## src/sv/srle_pkg.sv

```systemverilog
// shared types and constants for the serial to rgb led slot encoder
package srle_pkg;

	// pixel geometry and slot numbering inside one pixel request
	localparam int BITS_PER_PIXEL = 24;
	localparam int SLOT_END       = BITS_PER_PIXEL + 1;
	localparam int SLOT_IDX_W     = $clog2(SLOT_END + 1);

	// serial command bytes
	localparam logic [7:0] CMD_START = 8'h07;
	localparam logic [7:0] CMD_DATA  = 8'h08;

	// duty value sent with a hold-high slot
	localparam logic [7:0] HOLD_HIGH_DUTY = 8'd20;

	// register reset values
	localparam logic [4:0] ZERO_DUTY_RST   = 5'd6;
	localparam logic [4:0] ONE_DUTY_RST    = 5'd14;
	localparam logic [7:0] RESET_TICKS_RST = 8'd5;
	localparam logic [7:0] MAX_CHUNK_RST   = 8'd254;

	// register indexes on the config port
	typedef enum logic [1:0] {
		REG_ZERO_DUTY   = 2'd0,
		REG_ONE_DUTY    = 2'd1,
		REG_RESET_TICKS = 2'd2,
		REG_MAX_CHUNK   = 2'd3
	} reg_idx_t;

	// parser phase
	typedef enum logic [1:0] {
		PH_CMD    = 2'd0,
		PH_CNT_LO = 2'd1,
		PH_CNT_HI = 2'd2,
		PH_PIX    = 2'd3
	} phase_t;

	// output slot kinds
	typedef enum logic [1:0] {
		SLOT_PWM  = 2'd0,
		SLOT_GAP  = 2'd1,
		SLOT_HOLD = 2'd2
	} slot_kind_t;

	// one job from the parser to the slot generator
	typedef struct packed {
		logic                      has_pixel;
		logic                      has_end;
		logic                      end_gap;
		logic [BITS_PER_PIXEL-1:0] pixel;
	} job_t;

endpackage

```

## src/sv/srle_front.sv

```systemverilog
// byte parser: tracks commands and chunks, turns complete pixels and empty chunks into jobs
module srle_front (
	input  logic                  clk,
	input  logic                  arst_n,
	input  logic                  in_valid,
	output logic                  in_stall,
	input  logic [7:0]            rx_byte,
	input  logic [7:0]            max_chunk,
	output logic                  push_valid,
	output srle_pkg::job_t        push_job,
	input  logic                  q_full
);

	srle_pkg::phase_t phase_q, phase_d;
	logic [15:0] total_q, total_d;
	logic [15:0] done_q, done_d;
	logic [7:0]  chunk_left_q, chunk_left_d;
	logic [1:0]  bip_q, bip_d;
	logic [7:0]  held0_q, held1_q;
	logic        acc;
	logic [15:0] rem;
	logic [15:0] chunk;

	// a byte is taken whenever the job queue has room
	assign in_stall = q_full;
	assign acc      = in_valid && !q_full;

	// remaining leds and the size of a new chunk
	assign rem   = total_q - done_q;
	assign chunk = (rem < {8'd0, max_chunk}) ? rem : {8'd0, max_chunk};

	// next state and job generation
	always_comb begin
		phase_d      = phase_q;
		total_d      = total_q;
		done_d       = done_q;
		chunk_left_d = chunk_left_q;
		bip_d        = bip_q;
		push_valid   = 1'b0;
		push_job     = '0;
		if (acc) begin
			unique case (phase_q)
				srle_pkg::PH_CMD: begin
					if (rx_byte == srle_pkg::CMD_START) begin
						phase_d = srle_pkg::PH_CNT_LO;
					end else if (rx_byte == srle_pkg::CMD_DATA && done_q < total_q) begin
						done_d = done_q + chunk;
						if (chunk == 16'd0) begin
							// empty chunk: only the end slot, leds still remain
							push_valid       = 1'b1;
							push_job.has_end = 1'b1;
							push_job.end_gap = 1'b0;
						end else begin
							chunk_left_d = chunk[7:0];
							bip_d        = 2'd0;
							phase_d      = srle_pkg::PH_PIX;
						end
					end
				end
				srle_pkg::PH_CNT_LO: begin
					total_d = {8'd0, rx_byte};
					phase_d = srle_pkg::PH_CNT_HI;
				end
				srle_pkg::PH_CNT_HI: begin
					total_d = {rx_byte, total_q[7:0]};
					done_d  = 16'd0;
					phase_d = srle_pkg::PH_CMD;
				end
				srle_pkg::PH_PIX: begin
					if (bip_q != 2'd2) begin
						bip_d = bip_q + 2'd1;
					end else begin
						// third colour byte completes the pixel
						push_valid         = 1'b1;
						push_job.has_pixel = 1'b1;
						push_job.pixel     = {held1_q, held0_q, rx_byte};
						push_job.has_end   = (chunk_left_q == 8'd1);
						push_job.end_gap   = (done_q >= total_q);
						bip_d              = 2'd0;
						chunk_left_d       = chunk_left_q - 8'd1;
						if (chunk_left_q == 8'd1) begin
							phase_d = srle_pkg::PH_CMD;
						end
					end
				end
				default: begin
					phase_d = srle_pkg::PH_CMD;
				end
			endcase
		end
	end

	// control state
	always_ff @(posedge clk or negedge arst_n) begin
		if (!arst_n) begin
			phase_q      <= srle_pkg::PH_CMD;
			total_q      <= 16'd0;
			done_q       <= 16'd0;
			chunk_left_q <= 8'd0;
			bip_q        <= 2'd0;
		end else begin
			phase_q      <= phase_d;
			total_q      <= total_d;
			done_q       <= done_d;
			chunk_left_q <= chunk_left_d;
			bip_q        <= bip_d;
		end
	end

	// first two colour bytes of the pixel
	always_ff @(posedge clk) begin
		if (acc && phase_q == srle_pkg::PH_PIX && bip_q == 2'd0) begin
			held0_q <= rx_byte;
		end
		if (acc && phase_q == srle_pkg::PH_PIX && bip_q == 2'd1) begin
			held1_q <= rx_byte;
		end
	end

endmodule

```

## src/sv/srle_queue.sv

```systemverilog
// small job queue between the parser and the slot generator
module srle_queue #(
	parameter int QDEPTH = 4
) (
	input  logic           clk,
	input  logic           arst_n,
	input  logic           push,
	input  srle_pkg::job_t push_job,
	output logic           full,
	input  logic           pop,
	output srle_pkg::job_t pop_job,
	output logic           empty
);

	localparam int PTR_W = (QDEPTH > 1) ? $clog2(QDEPTH) : 1;
	localparam int CNT_W = $clog2(QDEPTH + 1);
	localparam logic [PTR_W-1:0] PTR_LAST = PTR_W'(QDEPTH - 1);
	localparam logic [CNT_W-1:0] CNT_FULL = CNT_W'(QDEPTH);

	srle_pkg::job_t mem_q [QDEPTH];
	logic [PTR_W-1:0] wr_ptr_q, rd_ptr_q;
	logic [CNT_W-1:0] count_q;

	assign full    = (count_q == CNT_FULL);
	assign empty   = (count_q == '0);
	assign pop_job = mem_q[rd_ptr_q];

	// pointers and fill count
	always_ff @(posedge clk or negedge arst_n) begin
		if (!arst_n) begin
			wr_ptr_q <= '0;
			rd_ptr_q <= '0;
			count_q  <= '0;
		end else begin
			if (push) begin
				wr_ptr_q <= (wr_ptr_q == PTR_LAST) ? '0 : wr_ptr_q + 1'b1;
			end
			if (pop) begin
				rd_ptr_q <= (rd_ptr_q == PTR_LAST) ? '0 : rd_ptr_q + 1'b1;
			end
			if (push && !pop) begin
				count_q <= count_q + 1'b1;
			end else if (pop && !push) begin
				count_q <= count_q - 1'b1;
			end
		end
	end

	// entry storage
	always_ff @(posedge clk) begin
		if (push) begin
			mem_q[wr_ptr_q] <= push_job;
		end
	end

`ifndef SYNTHESIS
	a_no_overflow: assert property (@(posedge clk) disable iff (!arst_n)
		count_q <= CNT_FULL) else $error("queue count beyond depth");
	a_no_underflow: assert property (@(posedge clk) disable iff (!arst_n)
		pop |-> !empty) else $error("pop from empty queue");
	a_no_push_full: assert property (@(posedge clk) disable iff (!arst_n)
		push && !pop |-> !full) else $error("push into full queue");
`endif

endmodule

```

## src/sv/srle_back.sv

```systemverilog
// slot generator: expands each job into low, bit and end slots
module srle_back (
	input  logic           clk,
	input  logic           arst_n,
	input  logic           q_empty,
	input  srle_pkg::job_t pop_job,
	output logic           pop,
	input  logic [4:0]     zero_duty,
	input  logic [4:0]     one_duty,
	input  logic [7:0]     reset_ticks,
	output logic           out_valid,
	input  logic           out_stall,
	output logic [1:0]     slot_kind,
	output logic [7:0]     duty,
	output logic           last
);

	localparam logic [srle_pkg::SLOT_IDX_W-1:0] IDX_END =
		srle_pkg::SLOT_IDX_W'(srle_pkg::SLOT_END);
	localparam logic [srle_pkg::SLOT_IDX_W-1:0] IDX_LAST_BIT =
		srle_pkg::SLOT_IDX_W'(srle_pkg::BITS_PER_PIXEL);

	srle_pkg::job_t job_q;
	logic [srle_pkg::BITS_PER_PIXEL-1:0] shift_q;
	logic [srle_pkg::SLOT_IDX_W-1:0]     idx_q;
	logic                                busy_q;
	logic                                out_valid_q;
	srle_pkg::slot_kind_t                kind_q, kind_d;
	logic [7:0]                          duty_q, duty_d;
	logic                                last_q;
	logic                                adv, emit, last_slot, load;

	// output register frees when empty or taken
	assign adv       = !out_valid_q || !out_stall;
	assign emit      = busy_q && adv;
	assign last_slot = (idx_q == IDX_END) || (idx_q == IDX_LAST_BIT && !job_q.has_end);
	assign load      = !q_empty && (!busy_q || (emit && last_slot));
	assign pop       = load;

	// slot contents for the current index
	always_comb begin
		priority if (idx_q == '0) begin
			kind_d = srle_pkg::SLOT_PWM;
			duty_d = 8'd0;
		end else if (idx_q == IDX_END) begin
			kind_d = job_q.end_gap ? srle_pkg::SLOT_GAP : srle_pkg::SLOT_HOLD;
			duty_d = job_q.end_gap ? reset_ticks : srle_pkg::HOLD_HIGH_DUTY;
		end else begin
			kind_d = srle_pkg::SLOT_PWM;
			duty_d = shift_q[srle_pkg::BITS_PER_PIXEL-1] ? {3'd0, one_duty}
				: {3'd0, zero_duty};
		end
	end

	// job sequencing
	always_ff @(posedge clk or negedge arst_n) begin
		if (!arst_n) begin
			busy_q <= 1'b0;
			idx_q  <= '0;
		end else begin
			if (load) begin
				busy_q <= 1'b1;
				idx_q  <= pop_job.has_pixel ? '0 : IDX_END;
			end else if (emit && last_slot) begin
				busy_q <= 1'b0;
			end else if (emit) begin
				idx_q <= (idx_q == IDX_LAST_BIT) ? IDX_END : idx_q + 1'b1;
			end
		end
	end

	// job payload and bit shifter
	always_ff @(posedge clk) begin
		if (load) begin
			job_q   <= pop_job;
			shift_q <= pop_job.pixel;
		end else if (emit && idx_q != '0) begin
			shift_q <= {shift_q[srle_pkg::BITS_PER_PIXEL-2:0], 1'b0};
		end
	end

	// output register valid
	always_ff @(posedge clk or negedge arst_n) begin
		if (!arst_n) begin
			out_valid_q <= 1'b0;
		end else if (adv) begin
			out_valid_q <= emit;
		end
	end

	// output register payload
	always_ff @(posedge clk) begin
		if (emit) begin
			kind_q <= kind_d;
			duty_q <= duty_d;
			last_q <= last_slot;
		end
	end

	assign out_valid = out_valid_q;
	assign slot_kind = kind_q;
	assign duty      = duty_q;
	assign last      = last_q;

`ifndef SYNTHESIS
	a_idx_range: assert property (@(posedge clk) disable iff (!arst_n)
		busy_q |-> idx_q <= IDX_END) else $error("slot index out of range");
	a_end_is_last: assert property (@(posedge clk) disable iff (!arst_n)
		out_valid_q && kind_q != srle_pkg::SLOT_PWM |-> last_q)
		else $error("end slot not marked last");
`endif

endmodule

```

## src/sv/serial_to_rgb_led_slot_encoder.sv

```systemverilog
// Serial to RGB LED slot encoder. Serial bytes enter on rx_byte; command 0x07 plus a
// little-endian 16-bit count sets the number of LEDs, command 0x08 opens a chunk of
// up to max_chunk pixels of three colour bytes. Each complete pixel yields 25 slots
// (one low slot, then 24 PWM bit slots in the order second byte, first byte, third
// byte, MSB first), and the last pixel of a chunk one more end slot: a reset gap when
// all LEDs are done, else a hold-high slot. The parser takes one byte per cycle while
// its job queue (QDEPTH entries) has room; the slot generator issues one slot per cycle
// while out_stall is low and starts the next queued pixel right after the final slot of
// the previous one. last marks the final slot of each job.
// Registers (byte address 4*i): zero_duty, one_duty, reset_ticks, max_chunk.
module serial_to_rgb_led_slot_encoder #(
	parameter int QDEPTH = 4
) (
	input  logic        clk,
	input  logic        arst_n,
	input  logic        psel,
	input  logic        penable,
	input  logic        pwrite,
	input  logic [3:0]  paddr,
	input  logic [31:0] pwdata,
	output logic [31:0] prdata,
	output logic        pready,
	input  logic        in_valid,
	output logic        in_stall,
	input  logic [7:0]  rx_byte,
	output logic        out_valid,
	input  logic        out_stall,
	output logic [1:0]  slot_kind,
	output logic [7:0]  duty,
	output logic        last
);

	logic [4:0] zero_duty_q;
	logic [4:0] one_duty_q;
	logic [7:0] reset_ticks_q;
	logic [7:0] max_chunk_q;
	logic       wr_en;
	srle_pkg::reg_idx_t reg_sel;

	logic           push_valid;
	srle_pkg::job_t push_job;
	logic           q_full, q_empty, pop;
	srle_pkg::job_t pop_job;

	// config register port
	assign pready  = 1'b1;
	assign wr_en   = psel && penable && pwrite;
	assign reg_sel = srle_pkg::reg_idx_t'(paddr[3:2]);

	always_ff @(posedge clk or negedge arst_n) begin
		if (!arst_n) begin
			zero_duty_q   <= srle_pkg::ZERO_DUTY_RST;
			one_duty_q    <= srle_pkg::ONE_DUTY_RST;
			reset_ticks_q <= srle_pkg::RESET_TICKS_RST;
			max_chunk_q   <= srle_pkg::MAX_CHUNK_RST;
		end else if (wr_en) begin
			unique case (reg_sel)
				srle_pkg::REG_ZERO_DUTY:   zero_duty_q   <= pwdata[4:0];
				srle_pkg::REG_ONE_DUTY:    one_duty_q    <= pwdata[4:0];
				srle_pkg::REG_RESET_TICKS: reset_ticks_q <= pwdata[7:0];
				srle_pkg::REG_MAX_CHUNK:   max_chunk_q   <= pwdata[7:0];
				default: ;
			endcase
		end
	end

	// register readback
	always_comb begin
		unique case (reg_sel)
			srle_pkg::REG_ZERO_DUTY:   prdata = {27'd0, zero_duty_q};
			srle_pkg::REG_ONE_DUTY:    prdata = {27'd0, one_duty_q};
			srle_pkg::REG_RESET_TICKS: prdata = {24'd0, reset_ticks_q};
			srle_pkg::REG_MAX_CHUNK:   prdata = {24'd0, max_chunk_q};
			default:                   prdata = 32'd0;
		endcase
	end

	// byte parser
	srle_front u_front (
		.clk        (clk),
		.arst_n     (arst_n),
		.in_valid   (in_valid),
		.in_stall   (in_stall),
		.rx_byte    (rx_byte),
		.max_chunk  (max_chunk_q),
		.push_valid (push_valid),
		.push_job   (push_job),
		.q_full     (q_full)
	);

	// job queue
	srle_queue #(
		.QDEPTH (QDEPTH)
	) u_queue (
		.clk      (clk),
		.arst_n   (arst_n),
		.push     (push_valid),
		.push_job (push_job),
		.full     (q_full),
		.pop      (pop),
		.pop_job  (pop_job),
		.empty    (q_empty)
	);

	// slot generator
	srle_back u_back (
		.clk         (clk),
		.arst_n      (arst_n),
		.q_empty     (q_empty),
		.pop_job     (pop_job),
		.pop         (pop),
		.zero_duty   (zero_duty_q),
		.one_duty    (one_duty_q),
		.reset_ticks (reset_ticks_q),
		.out_valid   (out_valid),
		.out_stall   (out_stall),
		.slot_kind   (slot_kind),
		.duty        (duty),
		.last        (last)
	);

endmodule
```

## config.mk

```make
export PLATFORM = sky130hd
export DESIGN_NAME = serial_to_rgb_led_slot_encoder
export DESIGN_NICKNAME = d
export VERILOG_FILES = /design/src/sv/srle_pkg.sv /design/src/sv/srle_front.sv /design/src/sv/srle_queue.sv /design/src/sv/srle_back.sv /design/src/sv/serial_to_rgb_led_slot_encoder.sv
export SDC_FILE = /design/constraint.sdc
export NUM_CORES = 1
export LEC_CHECK = 0
export BUFFER_PORTS_ARGS = -buffer_cell sky130_fd_sc_hd__buf_2
export CORE_AREA = 2 2 130 183
export CTS_CLUSTER_SIZE = 20
export DETAILED_ROUTE_END_ITERATION = 12
export DIE_AREA = 0 0 132 185
export PLACE_DENSITY = 0.82
export SLEW_MARGIN = 5
export SYNTH_ARGS = -nofsm -noshare
export SYNTH_HDL_FRONTEND = slang
export SYNTH_SLANG_ARGS = --single-unit
```

## constraint.sdc

```tcl
create_clock -name clk -period 5.9 [get_ports clk]
set_clock_uncertainty 0.2 [all_clocks]
set_input_delay 0.59 -clock clk [delete_from_list [all_inputs] [get_ports clk]]
set_output_delay 0.59 -clock clk [all_outputs]
set_load 0.01 [all_outputs]
```

==> impl_metrics.csv, run 1 <==
group,metric,value,unit
layout,area_growth,15.45,%
place,gp_congestion,0.9065,
grt,grt_antenna_before_repair,0,
yosys,synth_cell_types,69,
timing,maxSlewViolCount,0,
die,pin_count,97,
worst_setup_path,path_max_fanout,5,
grt,overflow,0,
yosys,yosys.area.top_type,"edfxtp_1",
timing,finalSetupViolCount,0,
clock_network,numCtsBuffers,23,
hold_path,hp-class,"in -> reg",
place,placedCellCount,1389,
layout,nets,1231,
worst_setup_path,required,6.10,ns
routing,routedWlPerCell,18.75,um
place,portBuffers,45,
grt,gr-usage-all-layers,0.2246,
worst_setup_path,slowest_stage,"dfrtp_1",
layout,area.sequential,0.006955,mm2
clock_network,cts_tree,"built",
die,start_util,0.5428,
timing,rsz0062_at_grt,"yes",
power,p_leak,5.884,nW
timing,layout_min_cycle_time,5.832,ns
routing,ant_nets,0,
yosys,synth_top_cells_by_count,"edfxtp_1, nand2_1, dfrtp_1",
yosys,yosys_warnings,0,
grt,grt_pass1_wl,43640,um
yosys,async_flop_share,0.3429,
yosys,yosysMostFrequentCell,"edfxtp_1",
timing,max_freq,171.5,MHz
timing,fin_crit_sh,0.9885,
worst_setup_path,cpPeakStageDelay,0.38,ns
worst_setup_path,critical_path_class,"reg -> reg",
routing,viasPerCell,5.725,
place,dp_hpwl,18390,um
routing,drcViolationCount,0,
outcome,status,"finished, final reports clean",
power,p_per_area,510.8,mW/mm2
layout,layoutNonFillerInstCount,1445,
power,vdd_drop_max,0.0004211,V
flow_run,drv_cap,0,
worst_setup_path,r2r_cells,27,
die,die_h,185,um
timing,max-slew-margin-rel,0.1065,
clock_network,clk_latency,0.52,ns
hold_path,holdPathStages,2,
die,core,0.02287,mm2
routing,vias,8272,
timing,hold_viol_final,0,
layout,nFillCells,1680,
clock_network,cts_root_buffer,"clkbuf_16",
routing,first_iter_violations,673,
layout,multiInputGateArea,0.005303,mm2
yosys,synth_top_area_frac,0.3894,
die,rows,66,
worst_setup_path,startpoint_type,"register",
yosys,ys_seq_area_frac,0.5601,
worst_setup_path,rrSetupSlack,0.07,ns
die,dieArea,0.02442,mm2
clock_network,cts.reportedPaths.clkPinSlew,0.07,ns
routing,routed_wl,27090,um
die,fp.dieW,132,um
yosys,synthTopCellsByArea,"edfxtp_1, dfrtp_1, mux4_2",
yosys,ys.flop_type,"edfxtp_1",
yosys,syn_area_per_cell,12.28,um2
worst_setup_path,arrival,6.03,ns
timing,tightest_slew,1.337,ns
clock_network,clock-sinks,245,
worst_setup_path,end_kind,"register",
grt,grt_pass1_vias,8589,
routing,first_pass_iters,6,
layout,drive_gt1_frac,0.2423,
clock_network,h-tree-depth,1,
yosys,ys_ff_latch,245,
yosys,synthCells,1011,
yosys,synth_edf_count,161,
yosys,syn_area,0.01242,mm2
layout,n_antenna_cell,0,
worst_setup_path,crit_top_cell,"a21oi_2",
grt,grt_max_degree,80,
clock_network,cts.path.max_buffers,3,
layout,final_util,0.6267,
stage by stage:
step                      power, mW  hold WS (ns)  TNS [ns]  setup WS [ns]  cell area, um2
after detailed placement      5.503        0.2076    -1.220        -0.4415           13280
after CTS                     7.095        0.1183         0        0.02905           14120
after floorplan               4.566       0.09441    -23.42        -0.2168           12530
after global placement        5.388        0.2062   -0.4502        -0.1985           13280
final                         7.323        0.1306         0        0.06782           14340
after global routing          7.795        0.1258   -0.4323        -0.2019           14340
repair_timing:
| item | in CTS | in global routing |
|---|---|---|
| hold buffers | 1 | 0 |
| pin swaps | 6 | 26 |
| endpoints found under the hold margin | 5 | 0 |
| setup buffers | 2 | 11 |
| gates resized for setup | 14 | 26 |
| setup endpoints to repair | 5 | 3 |
cell type report:
class / count / share of cell area
tap: 306 / 0.02671
clock inverter: 12 / 0.009688
inverter: 47 / 0.01231
sequential: 245 / 0.4852
clock buffer: 30 / 0.04338
multi-input combinational: 692 / 0.3699
timing repair buffer: 113 / 0.05281
power by group:
part,internal [mW],switching (mW)
combinational,1.52,1.77
sequential,2.22,0.320
clock,0.845,0.645
cell families (layout without fill, tap and decap cells):
logic type | Yosys count | in the layout | share of synthesized area
buf+inv | 104 | 202 | 0.03990
flops | 245 | 245 | 0.5601
simple gates | 333 | 333 | 0.1307
xor+xnor | 21 | 21 | 0.01481
other cells | 2 | 32 | 0.0006048
mux | 84 | 84 | 0.1047
compound gates | 164 | 164 | 0.08898
fa+ha+maj | 58 | 58 | 0.06026
critical path, delay by kind of cell, from the launching register on:
| kind | cells | cell delay, ns |
|---|---|---|
| buf+inv | 3 | 0.40 |
| simple gates | 5 | 0.44 |
| flops | 1 | 0.38 |
| fa+ha+maj | 4 | 0.96 |
| compound gates | 13 | 2.95 |
| xor+xnor | 1 | 0.13 |
| mux | 1 | 0.25 |
per-layer routing:
metal	part of all wire	track usage	vias to the layer above
li1	-	-	3877
met3	0.037	0.02764	61
met2	0.55	0.4352	222
met5	0	0	-
met1	0.38	0.2487	4112
met4	0.033	0.08913	0
flip-flops by register name, indices dropped and copies added, names as in the netlist, 8 cells and up:
name	cells
u_queue.mem_q	108
u_back.shift_q	24
u_front.done_q	16
u_front.total_q	16
max_chunk_q	8
reset_ticks_q	8
u_back.duty	8
u_front.chunk_left_q	8
u_front.held0_q	8
u_front.held1_q	8
worst paths after layout:
check                                      endpoint           startpoint
max in group asynchronous       u_front.total_q[14]               arst_n
worst min register to register  u_front.total_q[10]  u_front.total_q[10]
min in group asynchronous       u_queue.rd_ptr_q[1]               arst_n
worst max register to register   u_front.done_q[15]   u_front.total_q[0]
worst max-delay path             u_front.done_q[15]   u_front.total_q[0]
worst min-delay path                 max_chunk_q[6]            pwdata[6]
cell usage in the layout, fill, tap and decap left out, types with 11 or more instances in the layout:
| cell type | instances |
|---|---|
| edfxtp_1 | 161 |
| nand2_1 | 147 |
| dfrtp_1 | 69 |
| buf_4 | 66 |
| ha_1 | 50 |
| inv_1 | 46 |
| o21ai_0 | 46 |
| buf_2 | 44 |
| nor2_1 | 36 |
| mux2_2 | 35 |
| and2_1 | 33 |
| mux4_2 | 32 |
| conb_1 | 32 |
| clkbuf_16 | 23 |
| a21oi_1 | 21 |
| nand2b_1 | 17 |
| nand3_1 | 16 |
| o31ai_1 | 14 |
| dfstp_2 | 14 |
| nor3_1 | 13 |
| mux2i_1 | 12 |
| and3_1 | 11 |
Note: power is estimated with default switching activity, not from simulation.
==> inputs of run 2 (changes only) <==
RECOVER_POWER = 25   (was not set)
==> impl_metrics.csv, run 2 (synthesis results as in run 1) <==
group,metric,value,unit
outcome,status,"finished, violations left",
outcome,violations,"max-capacitance violations, max-slew violations",
clock_network,numCtsBuffers,23,
timing,hold_viol_final,0,
power,p_total,7.313,mW
worst_setup_path,critical_path_class,"reg -> reg",
routing,routed_wl,27060,um
die,die_h,185,um
layout,layoutNonFillerInstCount,1445,
timing,rsz0062_at_grt,"yes",
grt,busiest_layer,"met2",
hold_path,hp-class,"in -> reg",
layout,drive_gt1_frac,0.2230,
grt,grt_max_degree,80,
die,rows,66,
worst_setup_path,r2r_start,"u_front.total_q[0]",
layout,n_antenna_cell,0,
layout,largest_reg_flops,108,
grt,grt_util_met1,0.2487,
timing,max_freq,171.4,MHz
power,p_per_area,511.3,mW/mm2
power,pwr-share-comb,0.449,
timing,max-slew-margin-rel,-0.3488,
clock_network,h-tree-depth,1,
timing,fin_crit_sh,0.9888,
hold_path,hp-start,"pwdata[6]",
worst_setup_path,end_kind,"register",
worst_setup_path,arrival,6.03,ns
hold_path,holdPathStages,2,
layout,area.sequential,0.006955,mm2
routing,viasPerCell,5.723,
grt,use_met2,0.4352,
layout,multiInputGateArea,0.005303,mm2
grt,use_met3,0.02764,
grt,gr-usage-all-layers,0.2246,
routing,first_pass_iters,8,
worst_setup_path,required,6.10,ns
clock_network,clk_latency,0.52,ns
grt,overflow,0,
timing,maxSlewViolCount,80,
layout,area_growth,15.19,%
timing,finalSetupViolCount,0,
place,dp_hpwl,18390,um
routing,drcViolationCount,0,
power,seq_power_share,0.347,
routing,first_iter_violations,681,
worst_setup_path,rrSetupSlack,0.07,ns
layout,final_cell_mix,"edfxtp_1, nand2_1, dfrtp_1, buf_4, ha_1",
die,start_util,0.5428,
worst_setup_path,path_max_fanout,5,
worst_setup_path,timing.rr.end,"u_front.done_q[15]",
layout,reg_top3,"u_queue.mem_q x108, u_back.shift_q x24",
worst_setup_path,cp-endpoint,"u_front.done_q[15]",
power,p_leak,5.820,nW
layout,nets,1231,
layout,nFillCells,1697,
place,portBuffers,45,
place,placedCellCount,1389,
power,switching_share,0.3738,
timing,tightest_slew,2.023,ns
clock_network,cts.reportedPaths.clkPinSlew,0.07,ns
worst_setup_path,r2r_cells,27,
grt,grt_pass1_wl,43640,um
clock_network,cts.path.max_buffers,3,
routing,routedWlPerCell,18.72,um
layout,final_common_cell,"edfxtp_1",
clock_network,cts_root_buffer,"clkbuf_16",
power,power_frac_clock,0.204,
place,gp_congestion,0.9065,
timing,layout_min_cycle_time,5.834,ns
grt,grt_antenna_before_repair,0,
power,p_switching,2.733,mW
die,dieArea,0.02442,mm2
clock_network,clock-sinks,245,
die,pin_count,97,
power,vdd_drop_max,0.0004211,V
layout,regMostFlops,"u_queue.mem_q",
power,p_int,4.580,mW
clock_network,cts_tree,"built",
routing,vias,8270,
worst_setup_path,cp-startpoint,"u_front.total_q[0]",
worst_setup_path,startpoint_type,"register",
die,fp.dieW,132,um
flow_run,drv_cap,1,
routing,ant_nets,0,
die,core,0.02287,mm2
grt,grt_pass1_vias,8589,
layout,final_util,0.6253,
==> run 2: changes by cell type in the layout (fill, tap and decap cells not counted) <==
cell and delta:
buf_2 -21, buf_4 -2, clkbuf_1 +22, clkbuf_2 +1
==> run 2: per-stage QoR <==
stage	setup TNS (ns)	setup slack (ns)	hold slack [ns]	area, um2
after floorplan	-23.42	-0.2168	0.09441	12530
after global placement	-0.4502	-0.1985	0.2062	13280
after detailed placement	-1.220	-0.4415	0.2076	13280
after CTS	0	0.02905	0.1183	14120
after global routing	-0.4323	-0.2019	0.1258	14300
final	0	0.06617	0.1306	14300
==> run 2: how the worst min path moves through the flow <==
stage                           end  slack [ns]
finish               max_chunk_q[6]        0.13
CTS                  max_chunk_q[6]        0.12
global placement    u_back.idx_q[3]        0.21
detailed placement  u_back.idx_q[3]        0.21
floorplan            max_chunk_q[0]        0.09
global route         max_chunk_q[6]        0.13
==> run 2: final cells by class <==
class / instances / share of cell area
inverter: 47 / 0.01233
timing repair buffer: 113 / 0.05065
sequential: 245 / 0.4863
multi-input combinational: 692 / 0.3707
tap: 306 / 0.02677
clock buffer: 30 / 0.04348
clock inverter: 12 / 0.009710
==> run 2: repair_timing <==
action                                 CTS  global route
hold buffers                             1             0
resized for setup                       14            26
setup buffers                            2            11
setup endpoints to repair                5             3
cloned                                   0             0
pin swaps                                6            26
endpoints found under the hold margin    5             0
==> run 2: power groups by stage <==
stage               Combinational [mW]  Sequential [mW]  Clock [mW]
global placement                  2.84             2.55           0
detailed placement                2.94             2.57           0
global route                      3.61             2.59        1.58
finish                            3.28             2.54        1.49
CTS                               3.05             2.54        1.51
floorplan                         2.14             2.43           0
==> run 2: layer usage <==
| layer | vias to the layer above | part of all wire |
|---|---|---|
| met3 | 66 | 0.034 |
| li1 | 3879 | - |
| met5 | - | 0 |
| met1 | 4116 | 0.38 |
| met2 | 209 | 0.56 |
| met4 | 0 | 0.035 |
==> run 2: critical path, cell delays in order (launching register included) <==
cell and delay, ns:
dfrtp_1 0.38, inv_1 0.07, ha_2 0.19, fa_2 0.23, nor2b_2 0.05, o31a_1 0.27
o21a_1 0.20, nor2_2 0.15, xnor2_2 0.13, ha_1 0.28, a21oi_2 0.16, o21ai_2 0.09
a221oi_2 0.33, o2111a_2 0.37, buf_6 0.14, mux2i_4 0.25, ha_1 0.26, a21o_1 0.18
a21o_1 0.19, a2111oi_4 0.31, buf_4 0.19, nor3_4 0.04, nor2_2 0.12, a21oi_2 0.08
a211o_1 0.31, a21oi_2 0.16, nor4_1 0.08, a221o_1 0.30
==> inputs of run 3 (changes only) <==
ABC_AREA = 1   (was not set)
CORE_AREA = 2 2 132 186   (was 2 2 130 183)
DIE_AREA = 0 0 134 188   (was 0 0 132 185)
==> impl_metrics.csv, run 3 <==
group,metric,value,unit
timing,max-slew-margin-rel,-0.1099,
grt,gr-usage-all-layers,0.2252,
timing,layout_min_cycle_time,5.270,ns
clock_network,numCtsBuffers,23,
worst_setup_path,slowest_stage,"fa_1",
power,p_int,4.247,mW
worst_setup_path,path_max_fanout,8,
layout,nFillCells,1920,
timing,fin_crit_sh,0.8933,
grt,grt_pass1_wl,45910,um
timing,tightest_slew,1.665,ns
worst_setup_path,crit_top_cell,"nand2_1",
layout,regMostFlops,"u_queue.mem_q",
timing,hold_viol_final,0,
place,gp_congestion,0.9580,
yosys,yosysMostFrequentCell,"nand2_1",
yosys,yosys_warnings,0,
yosys,synth_cell_types,60,
die,start_util,0.5437,
clock_network,cts_tree,"built",
routing,routedWlPerCell,15.92,um
yosys,syn_area,0.01281,mm2
yosys,yosys.area.top_type,"edfxtp_1",
yosys,synth_edf_count,161,
yosys,synth_top_area_frac,0.3775,
worst_setup_path,end_kind,"register",
clock_network,h-tree-depth,1,
place,portBuffers,45,
routing,routed_wl,28110,um
clock_network,cts_root_buffer,"clkbuf_16",
flow_run,drv_cap,1,
timing,finalSetupTns,0,ns
grt,grt_util_met1,0.2551,
power,power_frac_clock,0.206,
power,p_leak,6.301,nW
routing,viasPerCell,5.414,
die,fp.dieW,134,um
clock_network,ctsResizeCount,0,
grt,use_met2,0.4195,
layout,nets,1549,
yosys,synthCells,1383,
layout,final_cell_mix,"nand2_1, inv_1, edfxtp_1, nor2_1, o21ai_0",
routing,vias,9562,
grt,busiest_layer,"met2",
yosys,async_flop_share,0.3429,
routing,ant_nets,0,
clock_network,cts.reportedPaths.clkPinSlew,0.07,ns
die,pin_count,97,
layout,reg_top3,"u_queue.mem_q x108, u_back.shift_q x24",
yosys,synth_top_cells_by_count,"nand2_1, inv_1, edfxtp_1",
outcome,status,"finished, violations left",
grt,overflow,0,
grt,grt_antenna_before_repair,0,
timing,finalSetupViolCount,0,
worst_setup_path,cpPeakStageDelay,0.44,ns
yosys,ys_seq_area_frac,0.5429,
yosys,syn_area_per_cell,9.261,um2
clock_network,cts.path.max_buffers,3,
clock_network,clock-sinks,245,
timing,rsz0062_at_grt,"no",
layout,final_common_cell,"nand2_1",
power,pwr-share-comb,0.461,
hold_path,hp-class,"in -> reg",
grt,use_met3,0.03001,
power,p_total,7.314,mW
routing,first_iter_violations,777,
timing,maxSlewViolCount,31,
yosys,ys_ff_latch,245,
layout,drive_gt1_frac,0.09684,
layout,largest_reg_flops,108,
routing,first_pass_iters,8,
die,dieArea,0.02519,mm2
worst_setup_path,arrival,5.44,ns
outcome,violations,"max-capacitance violations, max-slew violations",
yosys,synthTopCellsByArea,"edfxtp_1, dfrtp_1, nand2_1",
power,vdd_drop_max,0.0004700,V
clock_network,clk_latency,0.50,ns
die,core,0.02356,mm2
power,switching_share,0.4193,
timing,setup_slack,0.6296,ns
power,p_per_area,519.2,mW/mm2
layout,area_growth,9.993,%
power,seq_power_share,0.333,
grt,grt_max_degree,58,
worst_setup_path,startpoint_type,"register",
place,dp_hpwl,19300,um
worst_setup_path,required,6.07,ns
routing,drcViolationCount,0,
worst_setup_path,critical_path_class,"reg -> reg",
yosys,ys.flop_type,"edfxtp_1",
grt,grt_pass1_vias,9668,
timing,max_freq,189.7,MHz
timing,holdWs,0.1348,ns
die,die_h,188,um
place,place_ws,0.7377,ns
layout,n_antenna_cell,0,
power,p_switching,3.067,mW
die,rows,67,
## run 3: changes by cell type after synthesis, moves of 17 or more
cell / before / now
o21ai_0: 50 / 122
o22ai_1: 2 / 40
mux4_2: 32 / 0
mux2_2: 37 / 3
inv_1: 46 / 177
nand3_1: 16 / 53
nor2_1: 38 / 140
nand2_1: 147 / 311
nand2b_1: 17 / 0
and2_1: 33 / 2
## run 3: per-stage QoR
stage | util | area, um2 | cells
floorplan | - | 12920 | 1413
global placement | 0.5664 | 13340 | 1724
detailed placement | 0.5664 | 13340 | 1724
CTS | 0.5995 | 14120 | 1766
global route | 0.5981 | 14090 | 1766
finish | 0.5981 | 14090 | 1766
## run 3: cells by family after synthesis
family / share of synthesized area
AOI/OAI and AO/OA: 0.1060
xor gates and xnor gates: 0.01231
adders and majority gates: 0.05842
buffers and inverters: 0.07883
DFF: 0.5429
muxes: 0.002637
other: 0.0005863
and+or+nand+nor: 0.1983
## run 3: worst paths after layout
path | from | end | slack (ns) | cells past startpoint
max | u_front.done_q[0] | u_front.done_q[13] | 0.63 | 30
min | out_stall | u_back.out_valid | 0.13 | 3
max reg2reg | u_front.done_q[0] | u_front.done_q[13] | 0.63 | 30
min reg2reg | reset_ticks_q[5] | reset_ticks_q[5] | 0.28 | 2
max in group asynchronous | arst_n | u_front.done_q[5] | 2.49 | 3
min in group asynchronous | arst_n | reset_ticks_q[5] | 0.85 | 2
## run 3: metal layers
layer / up-vias / part of all wire
met1: 4545 / 0.39
met3: 67 / 0.048
li1: 4675 / -
met5: - / 0
met4: 0 / 0.034
met2: 275 / 0.53
## run 3: final cells by class
type                       instances  area [um2]  share of cell area
clock buffer                      28       614.3             0.04361
clock inverter                    13       155.1             0.01101
inverter                         181       679.4             0.04822
multi-input combinational        929        4989              0.3541
sequential                       245        6954              0.4936
tap                              310       387.9             0.02753
timing repair buffer              60       309.0             0.02194
## run 3: repair_timing
action / CTS / global route
hold buffers: 1 / 0
endpoints found under the setup margin: 0 / 0
endpoints found under the hold margin: 20 / 0
setup buffers: 0 / 0
## run 3: critical path: cells and delay by family, from the launching register on
kind / cells / cell delay (ns)
AO/OA/AOI/OAI: 5 / 1.22
XOR/XNOR: 1 / 0.22
adder cells (fa/ha/maj): 4 / 1.29
buffers and inverters: 4 / 0.30
flip-flops: 1 / 0.41
AND/OR/NAND/NOR: 16 / 1.50
## run 3: power groups by stage
stage | clock (mW) | sequential (mW) | combinational [mW]
CTS | 1.52 | 2.43 | 3.37
detailed placement | 0 | 2.45 | 3.35
finish | 1.51 | 2.43 | 3.37
global placement | 0 | 2.44 | 3.24
global route | 1.59 | 2.47 | 3.80
floorplan | 0 | 2.40 | 2.60
